**src/rtl/exc1d_pkg.sv**
```systemverilog
`timescale 1ns / 1ps
// ----------------------------------------------------------------------------
// exc1d_pkg
// Shared types and codes for the type 1 exciter derivative block: register
// map, regulator limit codes, configuration set and beat layouts.
// ----------------------------------------------------------------------------
package exc1d_pkg;

  localparam int RegAddrW = 5;
  localparam int RegIdxW  = 3;

  localparam logic [RegIdxW-1:0] REG_GAIN_AMP      = 3'd0;
  localparam logic [RegIdxW-1:0] REG_GAIN_EXCITER  = 3'd1;
  localparam logic [RegIdxW-1:0] REG_GAIN_FEEDBACK = 3'd2;
  localparam logic [RegIdxW-1:0] REG_INV_TIME_AMP  = 3'd3;
  localparam logic [RegIdxW-1:0] REG_INV_TIME_EXC  = 3'd4;
  localparam logic [RegIdxW-1:0] REG_INV_TIME_FB   = 3'd5;
  localparam logic [RegIdxW-1:0] REG_SAT_OFFSET    = 3'd6;
  localparam logic [RegIdxW-1:0] REG_SAT_SCALE     = 3'd7;

  localparam logic [1:0] LIM_FREE = 2'd0;
  localparam logic [1:0] LIM_MAX  = 2'd1;
  localparam logic [1:0] LIM_MIN  = 2'd2;

  typedef struct packed {
    logic signed [31:0] gain_amp;
    logic signed [31:0] gain_exciter;
    logic signed [31:0] gain_feedback;
    logic        [30:0] inv_time_amp;
    logic        [30:0] inv_time_exciter;
    logic        [30:0] inv_time_feedback;
    logic signed [31:0] sat_offset;
    logic        [30:0] sat_scale;
  } cfg_t;

  typedef struct packed {
    logic signed [31:0] field_volt;
    logic signed [31:0] sensed_volt;
    logic signed [31:0] reg_out;
    logic signed [31:0] fb_state;
    logic signed [31:0] gen_volt;
    logic signed [31:0] ref_volt;
    logic signed [31:0] oel_signal;
    logic signed [31:0] uel_signal;
    logic               uel_active;
    logic        [1:0]  limit_state;
  } in_beat_t;

  typedef struct packed {
    logic signed [31:0] d_field_volt;
    logic signed [31:0] d_sensed_volt;
    logic signed [31:0] d_reg_out;
    logic signed [31:0] d_fb_state;
  } out_beat_t;

endpackage

```
**src/rtl/exc1d_regs.sv**
```systemverilog
`timescale 1ns / 1ps
// ----------------------------------------------------------------------------
// exc1d_regs
// Configuration register file behind an APB-style port. Eight registers at
// word addresses; writes land on the access phase, reads are combinational.
// ----------------------------------------------------------------------------
module exc1d_regs (
  input  logic                            clk,
  input  logic                            rst_n,
  input  logic                            psel,
  input  logic                            penable,
  input  logic                            pwrite,
  input  logic [exc1d_pkg::RegAddrW-1:0]  paddr,
  input  logic [31:0]                     pwdata,
  output logic [31:0]                     prdata,
  output logic                            pready,
  output exc1d_pkg::cfg_t                 cfg
);
  import exc1d_pkg::*;

  cfg_t               cfg_r;
  logic               wr_en;
  logic [RegIdxW-1:0] idx;

  assign pready = 1'b1;
  assign wr_en  = psel & penable & pwrite & pready;
  assign idx    = paddr[RegAddrW-1:2];
  assign cfg    = cfg_r;

  always_ff @(posedge clk) begin
    if (!rst_n) begin
      cfg_r.gain_amp          <= 32'sd3276800;
      cfg_r.gain_exciter      <= 32'sd3932;
      cfg_r.gain_feedback     <= 32'sd5898;
      cfg_r.inv_time_amp      <= 31'd1638400;
      cfg_r.inv_time_exciter  <= 31'd1092266;
      cfg_r.inv_time_feedback <= 31'd44887;
      cfg_r.sat_offset        <= 32'sd0;
      cfg_r.sat_scale         <= 31'd0;
    end else if (wr_en) begin
      case (idx)
        REG_GAIN_AMP:      cfg_r.gain_amp          <= pwdata;
        REG_GAIN_EXCITER:  cfg_r.gain_exciter      <= pwdata;
        REG_GAIN_FEEDBACK: cfg_r.gain_feedback     <= pwdata;
        REG_INV_TIME_AMP:  cfg_r.inv_time_amp      <= pwdata[30:0];
        REG_INV_TIME_EXC:  cfg_r.inv_time_exciter  <= pwdata[30:0];
        REG_INV_TIME_FB:   cfg_r.inv_time_feedback <= pwdata[30:0];
        REG_SAT_OFFSET:    cfg_r.sat_offset        <= pwdata;
        REG_SAT_SCALE:     cfg_r.sat_scale         <= pwdata[30:0];
        default: ;
      endcase
    end
  end

  always_comb begin
    case (idx)
      REG_GAIN_AMP:      prdata = cfg_r.gain_amp;
      REG_GAIN_EXCITER:  prdata = cfg_r.gain_exciter;
      REG_GAIN_FEEDBACK: prdata = cfg_r.gain_feedback;
      REG_INV_TIME_AMP:  prdata = {1'b0, cfg_r.inv_time_amp};
      REG_INV_TIME_EXC:  prdata = {1'b0, cfg_r.inv_time_exciter};
      REG_INV_TIME_FB:   prdata = {1'b0, cfg_r.inv_time_feedback};
      REG_SAT_OFFSET:    prdata = cfg_r.sat_offset;
      REG_SAT_SCALE:     prdata = {1'b0, cfg_r.sat_scale};
      default:           prdata = 32'd0;
    endcase
  end

endmodule

```
**config.mk**
```make
export PLATFORM = sky130hd
export DESIGN_NAME = exc1d_regs
export DESIGN_NICKNAME = d
export VERILOG_FILES = /design/src/rtl/exc1d_pkg.sv /design/src/rtl/exc1d_regs.sv
export SDC_FILE = /design/constraint.sdc
export NUM_CORES = 1
export LEC_CHECK = 0
export ABC_AREA = 1
export BUFFER_PORTS_ARGS = -buffer_cell sky130_fd_sc_hd__buf_4
export CAP_MARGIN = 20
export CORE_UTILIZATION = 23
export DETAILED_ROUTE_END_ITERATION = 8
export GPL_TIMING_DRIVEN = 0
export SLEW_MARGIN = 20
export SYNTH_ARGS = -nofsm -noshare
export SYNTH_HDL_FRONTEND = slang
export SYNTH_SLANG_ARGS = --single-unit
```
**constraint.sdc**
```tcl
create_clock -name clk -period 1 [get_ports clk]
set_clock_uncertainty 0.05 [all_clocks]
set_input_delay 0.05 -clock clk [delete_from_list [all_inputs] [get_ports clk]]
set_output_delay 0.05 -clock clk [all_outputs]
set_load 0.005 [all_outputs]
```
Word level (Yosys, flattened, before mapping)
Cells that the tools add are included.
{"block": "word_totals", "out_inout_bits": 285, "inputBits": 42, "ramBits": 0, "ff_bits": 252, "wordCells": 27, "memories": 0, "latch_bits": 0, "rom_bits": 0}
{"block": "classes", "n_mul": 0, "bitwise_logic": 2, "n_reduce_logical": 9, "shift": 0, "div_mod_pow": 0, "magnitude_cmp": 0, "eq_ne": 7, "n_addsub": 0, "muxes": 1}
{"cell": "32-bit case mux with 8 select lines", "count": 1}
{"cell": "2-bit AND reduction", "count": 8}
{"cell": "3-bit == test (second input constant)", "count": 4}
{"cell": "3-bit by 2-bit == test with 1-bit output (second input constant)", "count": 2}
{"cell": "3-bit by 1-bit == test with 1-bit output (second input constant)", "count": 1}
{"cell": "3-bit zero test", "count": 1}
{"cell": "1-bit bitwise AND", "count": 2}

Depth between registers and ports, before layout
{"block": "logic_depth", "word_depth": 3, "depth_mapped": 9, "depth_no_buf": 6}

Worst setup path after synthesis
Ideal clock, no wire load.
{"block": "synth_path", "kind": "input to register", "startpoint": "input paddr[3] (netlist name)", "endpoint": "register cfg_r, in the netlist cfg[89]", "t_required_ns": 0.834, "path_stages": 8, "slack_ns": -0.083, "t_arrival_ns": 0.917, "path_buffers": 2, "setup_ns": 0.116, "cell_sequence": "buf_4 > inv_2 > nand3_1 > nor2_2 > inv_1 > buf_2 > nor2_1 > nor2_1"}
{"block": "synth_via", "elab_chain_cells": 2}
{"item": "start: declaration", "line": "exc1d_regs.sv:13", "rtl": "input logic [exc1d_pkg::RegAddrW-1:0] paddr,"}
{"item": "3-bit == test", "line": "exc1d_regs.sv:41", "rtl": "case (idx)"}
{"item": "2-bit AND reduction (no source line)"}
{"item": "end: declaration", "line": "exc1d_regs.sv:21", "rtl": "cfg_t cfg_r;"}
No other way between the ends.
A chain may end at the register's enable or synchronous reset.

Worst setup path after layout
{"block": "layout_path", "startpoint": "register cfg_r, in the netlist cfg[92]", "endpoint": "output prdata[29]"}
{"block": "layout_via", "elab_chain_cells": 1}
{"item": "32-bit case mux with 8 select lines", "line": "exc1d_regs.sv:56", "rtl": "case (idx)"}
{"item": "end: declaration", "line": "exc1d_regs.sv:15", "rtl": "output logic [31:0] prdata,"}
No other way between the ends.

==> impl_results.md <==
- Post-Synthesis Cells: 1682
- Count of buffer and inverter cells on the critical path: 1
- Share of the core filled with cells: 0.378
- Non-filler cells, final: 2809
- Final total power: 23.6 mW
- Startpoint kind of the worst setup timing path: register
- Sink Count: 252
- Number of vias per cell after detailed routing: 4.98
- Number of nets produced by synthesis: 1724
- Wire length of the first global-routing pass: 91400 µm
- Sequential power share: 0.434
- Series of cell instances along the critical path: nand4_1 > nand2_1 > nor2_4 > nand3_2 > buf_6
- Final weighted congestion in routability-driven placement: 0.925
- Delay of the slowest cell on the worst path: 0.34 ns
- Largest delay share family, worst path: simple AND/OR/NAND/NOR gates
- Slowest cell on the critical path: dfxtp_2
- Detailed-placement wirelength estimate: 49700 µm
- Endpoint required time on the critical path: 0.90 ns
- Violation count after the first detailed-route iteration: 1410
- Hold violation count in the final report: 9
- Area of placed instances: 14500 µm²
- Status: complete, but fails checks
- Top sig layer: met4
- Wire length on met1: 26600 µm
- Starting density of the core: 0.233
- Cell internal pwr: 17.4 mW
- Die width: 225 µm
- Port buffer count: 289
- Netlist area before placement: 11400 µm²
- Per-instance average area after synthesis: 6.79 µm²
- Violated checks: hold timing, setup timing
- Global Route Usage Sum: 0.248
- Number of cells after detailed placement: 2635
- Clock root buffer: clkbuf_16
- Largest net degree at the start of global routing: 14
- Arrival time at the worst endpoint: 1.54 ns
- Setup TNS Final: -55.81 ns
- Total gr overflow: 0
- Count of max-cap constraint violations: 0
- Register bit total from synthesis: 252
- Clock latency of the later-clocked register in the worst-skew pair: 0.56 ns
- Highest Clock Rate: 611 MHz
- Post-detailed-route count of antenna-violating nets: 0
- Total length of routed met3 wires: 6080 µm
- Worst-case setup margin in the final layout: -0.636 ns
- Number of nets in the layout: 2167
- Hold wc startpoint: paddr[4]
- Static Leak: 8.51 nW
- Smallest hold slack: -0.0708 ns
- Kind of critical path: register to output pin
- Die footprint: 50500 µm²
- Maximum VDD drop: 0.000977 V
- Via count of the first global-routing pass: 12900
- Longest Clk Path Bufs: 3
- Type of the most critical hold path: input port to register
- Most area-hungry cell type in the Yosys netlist: dfxtp_1
- Fill count: 5098
- Transition time of the tightest slew-check pin: 0.808 ns
- Met2 routed WL: 30100 µm
- Worst R2R Start: cfg[85]
- Area share of the largest cell type after synthesis: 0.442
- Number of remaining DRC errors: 0
- Slew Viols, Final: 0
- TritonCTS Buffers: 28
- Sequential share of the synthesized area: 0.442
- Detailed Route WL: 65200 µm
- Number of top-level pins: 327
- CP max FO: 3
- First drt pass iteration count: 5
- Placeable core area: 49000 µm²
- Highest-count cells in the layout ignoring fill and taps: nor2_1 (431), buf_6 (261), dfxtp_2 (226)
- Number of antenna violations at the first check in global routing: 1
- Vertical die dimension: 225 µm
- Clock network fraction of design power: 0.456
- Largest cells by area after synthesis: dfxtp_1 (44%), nor2_1 (16%), o21ai_0 (8.5%), nand2_1 (7.8%), nand4_1 (7.1%)
- Placement Rows: 81
- Total of endpoints with negative setup slack in the final report: 293
- P_sw: 6.25 mW
- Count of H-tree levels built during CTS: 1
- Most common library cell in the layout ignoring fill and taps: nor2_1
- DR vias: 14000
- Minimum setup slack after placement: -0.762 ns
- Kind of end point of the critical path: output pin
- Final std cell area, no fill: 18500 µm²
- Unrepaired setup endpoints after global routing: true
- Synthesis-to-layout area growth: 62.0%
- Synth warnings: 0
- Final period demand of the worst path: 1.64 ns
- Launching element of the worst setup path: cfg[92]
- P per Cell Area: 1280 nW/µm²
- CTS clock-pin slew for the worst setup and hold paths: 0.07 ns
- Proportion of layout cells with a drive suffix above 1: 0.441
- Number of flip-flops in the largest register: 252
- Net switching fraction of the power: 0.264
- Final worst path period share: 1.64
- Logic gate share of total power: 0.110
- Count of distinct cell types in the synthesized netlist: 23
- Slew margin rel.: 0.461
- Post-detailed-route wirelength per cell: 23.2 µm
- TritonCTS clock tree: built
## worst min-delay path, delay by kind of cell
family | cells | cell delay [ns]
buffers and inverters | 1 | 0.13
and+or+nand+nor | 3 | 0.19
AOI/OAI and AO/OA | 1 | 0.13
## power groups by stage
stage | registers, mW | logic, mW | clock network [mW]
2_1_floorplan | 10.5 | 1.00 | 0
4_1_cts | 10.3 | 2.43 | 10.9
5_1_grt | 10.3 | 2.70 | 11.2
3_5_place_dp | 10.5 | 2.12 | 0
3_3_place_gp | 10.5 | 2.11 | 0
6_report | 10.3 | 2.59 | 10.8
## path summary, 6_finish.rpt
path	slack, ns	to	cells past startpoint
max	-0.64	prdata[29]	5
min	-0.07	cfg[124]	5
max reg2reg	0.04	cfg[85]	4
min reg2reg	0.42	cfg[144]	2
## layout make-up
cell class	count	area (µm²)	share of cell area
clock buffer	41	851	0.0460
antenna	1	2.50	0.000135
inverter	45	189	0.0102
multi-input combinational	1215	6020	0.326
timing repair buffer	419	4150	0.224
buffer	164	933	0.0505
sequential	252	5430	0.293
tap	664	831	0.0449
clock inverter	8	92.6	0.00501
## repair_timing
action / 4_1_cts / 5_1_grt
endpoints found under the setup margin: 286 / 419
pin swaps: 77 / 85
endpoints found under the hold margin: 166 / 2
gates resized for setup: 525 / 242
setup buffers: 45 / 77
gates cloned: 0 / 2
hold buffers: 31 / 1
## synthesized netlist by cell type (all sizes together)
master,count
nor3,32
nor2,494
nand3,108
conb,1
o21ai,212
buf,101
nand2,239
nand4,129
inv,45
clkbuf,69
dfxtp,252
## cell families (layout without fill, tap and decap cells)
group,Yosys count,count (layout),synth area share
other,1,2,0.000328
buffers and inverters,215,677,0.0844
AO/OA/AOI/OAI,212,212,0.0929
flip-flops,252,252,0.442
AND/OR/NAND/NOR,1002,1002,0.380
## per-layer routing
metal  global-route usage  vias to the layer above
li1                     -                     6410
met1                0.320                     6678
met2                0.405                      809
met3               0.0541                      102
met4               0.0858                        0
met5                    0                        -
Note: power is estimated with default switching activity, not from simulation.
